==> config.mk <==
export PLATFORM = sky130hd
export DESIGN_NAME = tcw_ctrl
export DESIGN_NICKNAME = d
export VERILOG_FILES = /design/src/rtl/text_console_writer_core_defines.svh /design/src/rtl/tcw_pkg.sv /design/src/rtl/tcw_ctrl.sv
export SDC_FILE = /design/constraint.sdc
export NUM_CORES = 1
export LEC_CHECK = 0
export BUFFER_PORTS_ARGS = -buffer_cell sky130_fd_sc_hd__buf_2
export CORE_AREA = 2 2 39 41
export DETAILED_ROUTE_END_ITERATION = 10
export DIE_AREA = 0 0 41 43
export PLACE_DENSITY = 0.75
export SYNTH_ARGS = -nofsm -noshare
export SYNTH_HDL_FRONTEND = slang
export SYNTH_SLANG_ARGS = --single-unit
==> constraint.sdc <==
create_clock -name clk -period 1.2 [get_ports clk]
set_input_delay 0 -clock clk [delete_from_list [all_inputs] [get_ports clk]]
set_output_delay 0 -clock clk [all_outputs]
set_load 0.01 [all_outputs]
==> src/rtl/text_console_writer_core_defines.svh <==
// Assertion macros for the text console writer core.
`ifndef TEXT_CONSOLE_WRITER_CORE_DEFINES_SVH
`define TEXT_CONSOLE_WRITER_CORE_DEFINES_SVH
`ifndef NO_ASSERTIONS
`define TCW_ASSERT_SAME(lbl, clk, rst_n, ante, cons) \
  lbl: assert property (@(posedge clk) disable iff (!rst_n) (ante) |-> (cons)) \
    else $error("text console writer: same-cycle check failed");
`define TCW_ASSERT_NEXT(lbl, clk, rst_n, ante, cons) \
  lbl: assert property (@(posedge clk) disable iff (!rst_n) (ante) |=> (cons)) \
    else $error("text console writer: next-cycle check failed");
`else
`define TCW_ASSERT_SAME(lbl, clk, rst_n, ante, cons)
`define TCW_ASSERT_NEXT(lbl, clk, rst_n, ante, cons)
`endif
`endif

==> src/rtl/tcw_pkg.sv <==
// Shared types and constants of the text console writer.
package tcw_pkg;

  localparam int REQ_W = 2;
  localparam int CODE_W = 8;
  localparam int CELL_ADDR_W = 13;
  localparam int CURSOR_W = 7;

  localparam logic [REQ_W-1:0] REQ_PUT = 2'd0;
  localparam logic [REQ_W-1:0] REQ_CLEAR = 2'd1;
  localparam logic [REQ_W-1:0] REQ_READ = 2'd2;

  localparam logic [CODE_W-1:0] CODE_NUL = 8'd0;
  localparam logic [CODE_W-1:0] CODE_LF = 8'd10;
  localparam logic [CODE_W-1:0] CODE_CR = 8'd13;
  localparam logic [CODE_W-1:0] CODE_SPACE = 8'd32;

  localparam logic [1:0] WSEL_CHAR = 2'd0;
  localparam logic [1:0] WSEL_ZERO = 2'd1;
  localparam logic [1:0] WSEL_SPACE = 2'd2;

  localparam logic RSEL_REQ = 1'b0;
  localparam logic RSEL_COPY = 1'b1;

  typedef struct packed {
    logic [REQ_W-1:0]       req_type;
    logic [CODE_W-1:0]      char_code;
    logic [CELL_ADDR_W-1:0] cell_address;
  } tcw_in_t;

  typedef struct packed {
    logic [CURSOR_W-1:0] cursor_column;
    logic [CURSOR_W-1:0] cursor_row;
    logic [CODE_W-1:0]   cell_data;
  } tcw_out_t;

  typedef struct packed {
    logic       latch_in;
    logic       col_zero;
    logic       col_inc;
    logic       row_inc;
    logic       ptr_clr;
    logic       ptr_inc;
    logic       mem_we;
    logic [1:0] wsel;
    logic       rd_en;
    logic       rd_sel;
    logic       copy;
    logic       out_load;
  } tcw_cmd_t;

  typedef struct packed {
    logic is_put;
    logic is_clear;
    logic is_read;
    logic code_nul;
    logic code_cr;
    logic code_lf;
    logic col_wrap;
    logic row_last;
    logic ptr_copy_end;
    logic ptr_end;
  } tcw_status_t;

endpackage

==> src/rtl/tcw_ctrl.sv <==
// Controller state machine: sequences requests, memory sweeps and the result beat.
module tcw_ctrl import tcw_pkg::*; (
  input  logic        clk,
  input  logic        rst_n,
  input  logic        in_valid,
  output logic        in_stall,
  output logic        out_valid,
  input  logic        out_stall,
  input  tcw_status_t status,
  output tcw_cmd_t    cmd
);

  localparam logic [2:0] S_INIT = 3'd0;
  localparam logic [2:0] S_IDLE = 3'd1;
  localparam logic [2:0] S_EXEC = 3'd2;
  localparam logic [2:0] S_SCROLL = 3'd3;
  localparam logic [2:0] S_DRAIN = 3'd4;
  localparam logic [2:0] S_FILL = 3'd5;
  localparam logic [2:0] S_CLEAR = 3'd6;
  localparam logic [2:0] S_DONE = 3'd7;

  logic [2:0] state_r, state_nxt;
  logic       out_valid_r, out_valid_nxt;
  logic       out_free;
  logic       accept;

  assign out_free = !out_valid_r || !out_stall;
  assign in_stall = !((state_r == S_IDLE) || ((state_r == S_DONE) && out_free));
  assign accept = in_valid && !in_stall;
  assign out_valid = out_valid_r;

  always_comb begin
    cmd = '0;
    state_nxt = state_r;
    case (state_r)
      S_INIT: begin
        cmd.mem_we = 1'b1;
        cmd.wsel = WSEL_ZERO;
        cmd.ptr_inc = 1'b1;
        if (status.ptr_end) begin
          cmd.ptr_clr = 1'b1;
          state_nxt = S_IDLE;
        end
      end
      S_IDLE: begin
        if (accept) begin
          cmd.latch_in = 1'b1;
          state_nxt = S_EXEC;
        end
      end
      S_EXEC: begin
        state_nxt = S_DONE;
        if (status.is_put) begin
          if (status.code_cr) begin
            cmd.col_zero = 1'b1;
          end else if (!status.code_nul) begin
            if (!status.code_lf) begin
              cmd.mem_we = 1'b1;
              cmd.wsel = WSEL_CHAR;
            end
            // A character in the last column wraps exactly like a line feed.
            if (status.code_lf || status.col_wrap) begin
              cmd.col_zero = 1'b1;
              if (status.row_last) begin
                cmd.ptr_clr = 1'b1;
                state_nxt = S_SCROLL;
              end else begin
                cmd.row_inc = 1'b1;
              end
            end else begin
              cmd.col_inc = 1'b1;
            end
          end
        end else if (status.is_clear) begin
          cmd.ptr_clr = 1'b1;
          state_nxt = S_CLEAR;
        end else if (status.is_read) begin
          cmd.rd_en = 1'b1;
          cmd.rd_sel = RSEL_REQ;
        end
      end
      S_SCROLL: begin
        // Each cell is read one row below and written back in the following cycle.
        cmd.rd_en = 1'b1;
        cmd.rd_sel = RSEL_COPY;
        cmd.copy = 1'b1;
        cmd.ptr_inc = 1'b1;
        if (status.ptr_copy_end) begin
          state_nxt = S_DRAIN;
        end
      end
      S_DRAIN: begin
        state_nxt = S_FILL;
      end
      S_FILL: begin
        cmd.mem_we = 1'b1;
        cmd.wsel = WSEL_SPACE;
        cmd.ptr_inc = 1'b1;
        if (status.ptr_end) begin
          cmd.ptr_clr = 1'b1;
          state_nxt = S_DONE;
        end
      end
      S_CLEAR: begin
        cmd.mem_we = 1'b1;
        cmd.wsel = WSEL_ZERO;
        cmd.ptr_inc = 1'b1;
        if (status.ptr_end) begin
          cmd.ptr_clr = 1'b1;
          state_nxt = S_DONE;
        end
      end
      S_DONE: begin
        if (out_free) begin
          cmd.out_load = 1'b1;
          if (accept) begin
            cmd.latch_in = 1'b1;
            state_nxt = S_EXEC;
          end else begin
            state_nxt = S_IDLE;
          end
        end
      end
      default: begin
        state_nxt = S_IDLE;
      end
    endcase
  end

  always_comb begin
    out_valid_nxt = out_valid_r;
    if (out_valid_r && !out_stall) begin
      out_valid_nxt = 1'b0;
    end
    if (cmd.out_load) begin
      out_valid_nxt = 1'b1;
    end
  end

  always_ff @(posedge clk) begin
    if (!rst_n) begin
      state_r <= S_INIT;
      out_valid_r <= 1'b0;
    end else begin
      state_r <= state_nxt;
      out_valid_r <= out_valid_nxt;
    end
  end

endmodule

==> results of run 1 <==
cell families (layout without fill, tap and decap cells):
| group | after synthesis | count (layout) | synth area share |
|---|---|---|---|
| AND/OR/NAND/NOR | 26 | 26 | 0.325 |
| AO/OA/AOI/OAI | 20 | 20 | 0.317 |
| buffers and inverters | 7 | 54 | 0.0738 |
| flip-flops | 4 | 4 | 0.175 |
| multiplexers | 3 | 3 | 0.0710 |
| XOR/XNOR | 2 | 2 | 0.0383 |
layout make-up:
type	count	area share
Tap cell	16	0.0212
Timing Repair Buffer	48	0.355
Inverter	3	0.0119
Multi-Input combinational cell	51	0.495
Clock buffer	3	0.0239
Sequential cell	4	0.0928
placed cells by master (no fill, tap or decap), types with 2 or more instances in the layout:
master and instances:
nor3_2 2, a21oi_2 2, buf_6 8, nor2_2 3
inv_1 2, a21oi_1 2, dfxtp_1 2, clkbuf_4 3
dfxtp_4 2, nand2_1 3, and3_1 2, xnor2_1 2
nor2_1 3, buf_4 12, buf_2 27, a211oi_2 2
registers in the layout, summed over array words and instances, names as in the netlist:
register	count
state_r	3
out_valid	1
through the flow:
step	hold WS (ps)	power [mW]	TNS, ps
3_3_place_gp	271	0.897	-635
4_1_cts	16.9	1.15	-2500
6_report	24.9	1.38	-2890
3_5_place_dp	279	0.908	-810
5_1_grt	28.2	1.47	-3960
2_1_floorplan	26.0	0.597	-117
where the power goes:
group | total (mW) | switching (mW) | leakage [nW] | internal (mW)
logic | 1.00 | 0.477 | 0.375 | 0.527
registers | 0.197 | 0.0307 | 0.0342 | 0.167
clock network | 0.176 | 0.0632 | 0.0138 | 0.112
total | 1.38 | 0.571 | 0.423 | 0.806
metal layers:
layer / wire, µm / GRT usage / vias up
li1: - / - / 330
met1: 689 / 0.218 / 322
met2: 961 / 0.313 / 34
met3: 123 / 0.0628 / 2
met4: 19 / 0.0200 / 0
met5: 0 / 0 / -
final timing paths:
check / startpoint / endpoint / slack [ps] / cells after the start
min reg2reg: out_valid / out_valid / 570 / 2
min: rst_n / state_r[0] / 20 / 3
max: state_r[0] / cmd[9] / -420 / 4
max reg2reg: state_r[0] / state_r[2] / -200 / 5
worst max-delay path: cells and delay by family (launching register included):
family	cells	cell delay [ps]
buffers and inverters	1	140
DFF	1	310
and+or+nand+nor	3	920
what timing repair did:
action	CTS	global route
setup endpoints to repair	17	17
setup buffers	1	5
pin swaps	4	8
resized for setup	12	25
==> summary.txt, run 1 <==
Timing
  – Crit share post-route: 1.35
  – RSZ-0062 raised after global routing: yes
  – Final WS setup: -417 ps
  – Slew @ Worst Pin: 356 ps
  – Final hold vios: 0
  – Slew headroom: 0.760
  – Setup Viol. Count Final: 16
  – Pins Over Slew Limit: 0
  – Skew final: 9.42 ps
  – Final worst path period need: 1620 ps
  – Max Fclk: 619 MHz

Yosys
  – Synth warn: 0
  – Yosys top cell by area: dfxtp_1
  – FF+latch count, synth: 4
  – Async SR Flop Fraction: 0
  – Syn_nets: between 70 and 80
  – Primary FF master, synth: dfxtp_1
  – Share of the synthesized area in the top cell type: 0.175
  – Post-synth EDFFs: 0
  – Synthesized area: 458 µm²
  – Most instantiated cells after synthesis: 7 x nor2_1, 4 x a21oi_1, 4 x dfxtp_1, 4 x nand2_1, 3 x buf_2
  – Synth cell types: 34
  – Synth Area per Inst: 7.39 µm²
  – Cells after Synth: 62
  – Register area share after synthesis: 0.175
  – Top post-synthesis cells by area: dfxtp_1 17%, nor2_1 5.7%, a21oi_1 4.4%, nor3_2 4.4%, o221ai_1 3.8%
  – Top-count cell post-synth: nor2_1

Place
  – Gp weighted congestion: 0.833
  – Placed instance count: approximately 120
  – DP HPWL: 1180 µm
  – Port Buffers: 28
  – Area after DPL: 711 µm²
  – Placement Setup Slack: -198 ps

Status
  – Failing checks: setup timing
  – Run status: finished, violations left

Die
  – DIE AREA: 0.00176 mm²
  – Io pins: 29
  – Core box area: 0.00138 mm²
  – Cell row count: 14
  – Die height: around 43 µm
  – Die Wd: 41 µm
  – Initial core utilization: 0.331

CTS
  – Clk buf depth: 2
  – H-tree depth: 1
  – CTS clk-pin slew, worst paths: 40 ps
  – TritonCTS clock tree: built
  – CTS buffer count: 3
  – Skew-Pair Late Insertion Delay: 240 ps
  – Clock Sinks: 4
  – Root Driver: clkbuf_4
  – Hold_buf cts: 0

Cells and area
  – Area occupied by multi-input gates: 467 µm²
  – Non-Filler Instances: 125
  – Seq. cell area: 87.6 µm²
  – Core Util, Final: 0.682
  – Fillers: 124
  – Ratio of cells with drive above 1 in the final layout: 0.725
  – Area Growth Syn to Fin: 106%
  – Post-route cell area: 943 µm²
  – Final net count: 125
  – Diodes inserted: 0

GRT
  – Tot GR Track Use: 0.184
  – Largest net degree at the start of global routing: 12
  – Grt ovf: 0
  – Vias in the first global route: between 500 and 600
  – Initial antenna violation count: 0
  – First-pass GRT wire length: ~2200 µm

Drt
  – WL/cell: around 14 µm
  – Drt pass-1 iters: 3
  – Drt drc: 0
  – Vias/cell: 5.50
  – Total routed wirelength: 1790 µm
  – Final ANT Viol Nets: 0
  – DRC marker count from the first detailed-route iteration: 2
  – Routed vias: 688

Setup path
  – Delay of the slowest critical-path stage: 500 ps
  – Crit-path slowest cell: or4b_4
  – Worst Setup Start Kind: flop
  – Critical Path AT: 1620 ps
  – Worst Setup Path Type: reg2out
  – Required time worst endpoint: approximately 1200 ps
  – Element type at the critical path end: primary output
  – CP Cell Sequence: or4b_4, or2_4, nor3_4, buf_2
  – Maximum fanout along the worst path: 3

Min path
  – Hold Path Class: in2reg

Flow run
  – Max-Cap Viols: 0

Power
  – Peak supply drop: 815 µV
  – P_leak: 0.423 nW
  – Pwr per Cell Area: 1460 mW/mm²
Note: power is estimated with default switching activity, not from simulation.
==> run 2, diff against run 1 <==
--- a/config.mk
+++ b/config.mk
@@ -9,7 +9,8 @@
 export CORE_AREA = 2 2 39 41
 export DETAILED_ROUTE_END_ITERATION = 10
 export DIE_AREA = 0 0 41 43
-export PLACE_DENSITY = 0.75
+export PLACE_DENSITY = 0.7
+export SKIP_LAST_GASP = 1
 export SYNTH_ARGS = -nofsm -noshare
 export SYNTH_HDL_FRONTEND = slang
 export SYNTH_SLANG_ARGS = --single-unit
==> run 2 against run 1 <==
  * Die area unchanged
  * Highest routed layer unchanged
  * Largest cell class unchanged
  * Utilization decreased by 2.2 points
  * The run still ends with setup timing left
  * Clock skew decreased by 5.4 ps
  * Routed wire length decreased by 3.6%
  * Non-clock buffer count decreased by 1
  * Register-to-register slack improved by 120 ps
  * Critical path type unchanged
  * Final area decreased by 3.2%
  * Flip-flop and latch count unchanged
  * Global-route usage increased by 2.3 points
  * Sequential share of layout area increased by 0.31 points
  * First-iteration DRC count increased to 4.0 times the previous value
==> summary.txt, run 2 (synthesis results as in run 1) <==
Setup path
  – Element type at the critical path end: primary output
  – Worst Setup Start Kind: flop
  – Critical Path AT: 1600 ps
  – Required time worst endpoint: 1200 ps
  – Maximum fanout along the worst path: 3
  – Reg-to-reg startpoint: state_r[1]
  – CP Launch Point: state_r[0]
  – Worst Setup Path Type: reg2out

Timing
  – Final worst path period need: 1600 ps
  – Crit share post-route: 1.33
  – Final WS setup: -402 ps
  – Slew @ Worst Pin: 312 ps
  – Slew headroom: 0.789
  – Setup_tns: -2110 ps
  – Max Fclk: 624 MHz
  – Setup Viol. Count Final: 13
  – Final hold vios: 0
  – RSZ-0062 raised after global routing: yes
  – Skew final: 4.01 ps
  – Pins Over Slew Limit: 0

GRT
  – Initial antenna violation count: 0
  – First-pass GRT wire length: 2480 µm
  – Tot GR Track Use: 0.206
  – Vias in the first global route: approximately 640
  – Grt ovf: 0
  – Largest net degree at the start of global routing: 12

CTS
  – Clk buf depth: 2
  – CTS clk-pin slew, worst paths: 40 ps
  – Skew-Pair Late Insertion Delay: 240 ps
  – Root Driver: clkbuf_4
  – CTS buffer count: 3
  – Clock Sinks: 4
  – H-tree depth: 1
  – TritonCTS clock tree: built

Place
  – Port Buffers: 28
  – DP HPWL: 1100 µm
  – Placed instance count: 112
  – Gp weighted congestion: about 0.76

Cells and area
  – Final net count: 124
  – Area Growth Syn to Fin: 99.5%
  – Diodes inserted: 0
  – Non-Filler Instances: approximately 120
  – Ratio of cells with drive above 1 in the final layout: 0.685
  – Most frequent cells in the layout: 27 x buf_2, 14 x buf_4, 6 x nor2_1
  – Max reg flops: 3
  – Commonest non-fill, non-tap cell in the layout: buf_2
  – Largest register by flop count: state_r

Die
  – Cell row count: 14
  – Initial core utilization: 0.331
  – Core box area: 0.00138 mm²
  – Die Wd: between 40 and 50 µm
  – Die height: 43 µm
  – Io pins: 29
  – DIE AREA: between 0.0015 and 0.002 mm²

Min path
  – Hold Path Class: in2reg
  – Hold path start: rst_n

Drt
  – Routed vias: 679
  – Total routed wirelength: 1730 µm
  – Vias/cell: around 5.5
  – Drt drc: 0
  – Drt pass-1 iters: 4
  – Final ANT Viol Nets: 0
  – WL/cell: 13.9 µm
  – DRC marker count from the first detailed-route iteration: 8

Power
  – P_leak: 0.421 nW
  – Pwr per Cell Area: ~1500 mW/mm²
  – Peak supply drop: between 900 and 1000 µV

Flow run
  – Max-Cap Viols: 0

Status
  – Failing checks: setup timing
  – Run status: finished, violations left
run 2: cell count changes in the layout (fill, tap and decap cells not counted), sizes merged:
cell  before  now
buf       48   47
run 2: cell type report:
class                           instances  area, µm²
Clock buffer                            3       22.5
Fill cell                             106        470
Inverter                                3       11.3
Multi-Input combinational cell         51        452
Sequential cell                         4       87.6
Tap cell                               16       20.0
Timing Repair Buffer                   47        320
run 2: per-layer routing:
layer | vias to the layer above | share of wire | track usage
met2 | 31 | 0.51 | 0.338
met5 | - | 0 | 0
li1 | 330 | - | -
met3 | 4 | 0.083 | 0.0524
met4 | 0 | 0.031 | 0.120
met1 | 314 | 0.37 | 0.223
run 2: what timing repair did:
action	4_1_cts	5_1_grt
resized for setup	15	17
setup buffers	7	2
pin swaps	7	8
endpoints found under the setup margin	17	17
hold buffers	0	0
hold endpoints to repair	0	0
run 2: worst paths after layout:
check / to / slack [ps] / cells after the start
max: cmd[9] / -400 / 4
min reg2reg: out_valid / 560 / 2
min: state_r[0] / 40 / 3
max reg2reg: state_r[0] / -80 / 6
run 2: report_power, final:
part	total, mW	switching, mW	internal, mW
logic	0.975	0.468	0.507
registers	0.193	0.0269	0.167
clock network	0.172	0.0598	0.112
total	1.34	0.555	0.786
run 2: worst max-delay path, cell delays in order (launching register included):
cell and delay (ps):
dfxtp_1 300, or4b_4 480, or2_4 270, nor3_4 160, buf_2 140
run 2: metrics by stage:
stage                     hold WS [ps]  power (mW)  cell area (µm²)  utilization  setup slack, ps
after floorplan                   26.0       0.597              468            -            -68.7
after global placement             266       0.868              681        0.492             -161
after detailed placement           267       0.879              681        0.492             -199
after CTS                         34.2        1.20              822        0.594             -415
after global routing              55.3        1.43              913        0.660             -462
final                             40.9        1.34              913        0.660             -402
==> run 3, diff against run 2 <==
--- a/config.mk
+++ b/config.mk
@@ -6,10 +6,12 @@
 export NUM_CORES = 1
 export LEC_CHECK = 0
 export BUFFER_PORTS_ARGS = -buffer_cell sky130_fd_sc_hd__buf_2
-export CORE_AREA = 2 2 39 41
+export CELL_PAD_IN_SITES_DETAIL_PLACEMENT = 1
+export CELL_PAD_IN_SITES_GLOBAL_PLACEMENT = 2
+export CORE_ASPECT_RATIO = 0.6
+export CORE_UTILIZATION = 18
 export DETAILED_ROUTE_END_ITERATION = 10
-export DIE_AREA = 0 0 41 43
-export PLACE_DENSITY = 0.7
+export PLACE_DENSITY = 0.74
 export SKIP_LAST_GASP = 1
 export SYNTH_ARGS = -nofsm -noshare
 export SYNTH_HDL_FRONTEND = slang
==> run 3 against run 2 <==
  * The flow still finishes with violations (setup timing)
  * First-iteration DRC count up 110%
  * Highest routed layer is now met3
  * Routed wire length grew 35%
  * Final area grew 10%
  * Critical endpoint unchanged
  * Global-route usage is 3.5 points lower
  * Critical path depth did not move
  * Worst hold slack better by 6.8 ps
  * Sequential power about the same
  * Clock skew decreased by 1.9 ps
  * Combinational power rose by 14%
  * Setup slack better by 4.0 ps
  * Largest cell class unchanged
  * Utilization shrank 22 points
==> summary.txt, run 3 (synthesis results as in run 1) <==
Status
  – Run status: finished, violations left
  – Failing checks: setup timing

CTS
  – Root Driver: clkbuf_8
  – Hold_buf cts: 0
  – Skew-Pair Late Insertion Delay: 220 ps
  – TritonCTS clock tree: built
  – CTS buffer count: 3
  – H-tree depth: 1
  – Clock Sinks: 4
  – CTS clk-pin slew, worst paths: 30 ps
  – Clk buf depth: 2

Die
  – Core box area: 0.00228 mm²
  – Io pins: 29
  – Initial core utilization: 0.201
  – Cell row count: 13
  – Die Wd: about 67 µm
  – DIE AREA: 0.00276 mm²
  – Die height: 41.1 µm

Cells and area
  – Diodes inserted: 0
  – Non-Filler Instances: 141
  – Commonest non-fill, non-tap cell in the layout: buf_2
  – Area Growth Syn to Fin: 120%
  – Area occupied by multi-input gates: 477 µm²
  – Post-route cell area: roughly 0.001 mm²
  – Seq. cell area: 88.8 µm²
  – Largest register by flop count: state_r
  – Ratio of cells with drive above 1 in the final layout: 0.730
  – Fillers: 278
  – Max reg flops: 3
  – Final net count: 127
  – Most frequent cells in the layout: 25 x buf_2, 15 x buf_4, 10 x buf_6

Power
  – Internal cell power: 0.958 mW
  – Switching share of power: 0.398
  – Clock network power share: 0.181
  – Sequential Power Share: 0.123
  – Pwr per Cell Area: 1580 mW/mm²
  – P_leak: 0.441 nW
  – Logic pwr share: 0.695
  – Net Sw Power: 0.633 mW
  – Peak supply drop: 603 µV

Setup path
  – Worst Setup Path Type: reg2out
  – Delay-heaviest family, CP: simple AND/OR/NAND/NOR gates
  – Reg-to-reg startpoint: state_r[0]
  – Worst Setup Start Kind: flop
  – Maximum fanout along the worst path: 3
  – Required time worst endpoint: roughly 1200 ps
  – CP Depth: 4
  – Element type at the critical path end: primary output
  – Crit-path slowest cell: or4b_4
  – Setup slack, reg-to-reg: -170 ps
  – CP Cell Sequence: or4b_4, or2_4, nor3_4, buf_2
  – Critical Path AT: 1600 ps
  – CP Buf/Inv Count: 1
  – Critical Path Sink: cmd[9]
  – Delay of the slowest critical-path stage: 530 ps
  – CP Launch Point: state_r[0]
  – Cells on worst reg2reg path: 4
  – Worst r2r dst: state_r[2]

Place
  – Placement Setup Slack: -233 ps
  – DP HPWL: 1530 µm
  – Area after DPL: 728 µm²
  – Gp weighted congestion: 0.802
  – Port Buffers: 28
  – Placed instance count: 130

GRT
  – First-pass GRT wire length: 3240 µm
  – Grt ovf: 0
  – Vias in the first global route: 634
  – Largest net degree at the start of global routing: 12
  – Initial antenna violation count: 0
  – Tot GR Track Use: 0.171

Timing
  – Slew headroom: 0.742
  – Pins Over Slew Limit: 0
  – Final worst path period need: 1600 ps
  – Skew final: ~2.1 ps
  – Setup_tns: -2590 ps
  – Slew @ Worst Pin: 383 ps
  – Final WS setup: -398 ps
  – Crit share post-route: 1.33
  – Max Fclk: 626 MHz
  – RSZ-0062 raised after global routing: yes
  – Final hold vios: 0
  – Setup Viol. Count Final: 16

Min path
  – Hold Path Class: in2reg
  – Hold path start: rst_n

Drt
  – Final ANT Viol Nets: 0
  – Drt pass-1 iters: 3
  – Vias/cell: 4.75
  – Routed vias: 670
  – Total routed wirelength: 2330 µm
  – DRC marker count from the first detailed-route iteration: 17
  – WL/cell: 16.5 µm
  – Drt drc: 0

Flow run
  – Max-Cap Viols: 0
run 3: worst min-delay path, cell delays in order:
cell	delay (ps)
buf_2	120
o41ai_2	50
o31ai_1	50
run 3: per-layer routing:
layer  share of wire  vias to the layer above  track usage
li1                -                      336            -
met1            0.46                      323        0.209
met2            0.51                       11        0.300
met3           0.031                        0       0.0583
met4               0                        0       0.0319
met5               0                        -            0
run 3: power by group through the flow:
stage	Clock [mW]	Sequential, mW	Combinational (mW)
3_5_place_dp	0	0.183	0.761
4_1_cts	0.290	0.187	0.864
3_3_place_gp	0	0.182	0.756
5_1_grt	0.305	0.202	1.19
6_report	0.288	0.196	1.11
2_1_floorplan	0	0.180	0.417
run 3: final cells by class:
type                    count  area share
clock buffers               3      0.0410
inverters                   3      0.0112
multi-input cells          51       0.474
flip-flops and latches      4      0.0883
well taps                  30      0.0373
repair buffers             50       0.348
run 3: how the worst min path moves through the flow:
| stage | to | depth (start not counted) |
|---|---|---|
| finish | state_r[0] | 3 |
| global route | state_r[0] | 3 |
| CTS | state_r[0] | 3 |
| detailed placement | cmd[10] | 3 |
| global placement | cmd[10] | 3 |
| floorplan | cmd[9] | 1 |
run 3: through the flow:
| step | power [mW] | util | hold WS [ps] |
|---|---|---|---|
| finish | 1.59 | 0.442 | 47.7 |
| global route | 1.70 | 0.442 | 60.2 |
| CTS | 1.34 | 0.369 | 54.5 |
| detailed placement | 0.944 | 0.320 | 275 |
| global placement | 0.938 | 0.320 | 271 |
| floorplan | 0.597 | - | 26.0 |
run 3: repair_timing:
action / CTS / global route
resized for setup: 13 / 28
setup endpoints to repair: 17 / 17
pin swaps: 8 / 5
setup buffers: 2 / 7
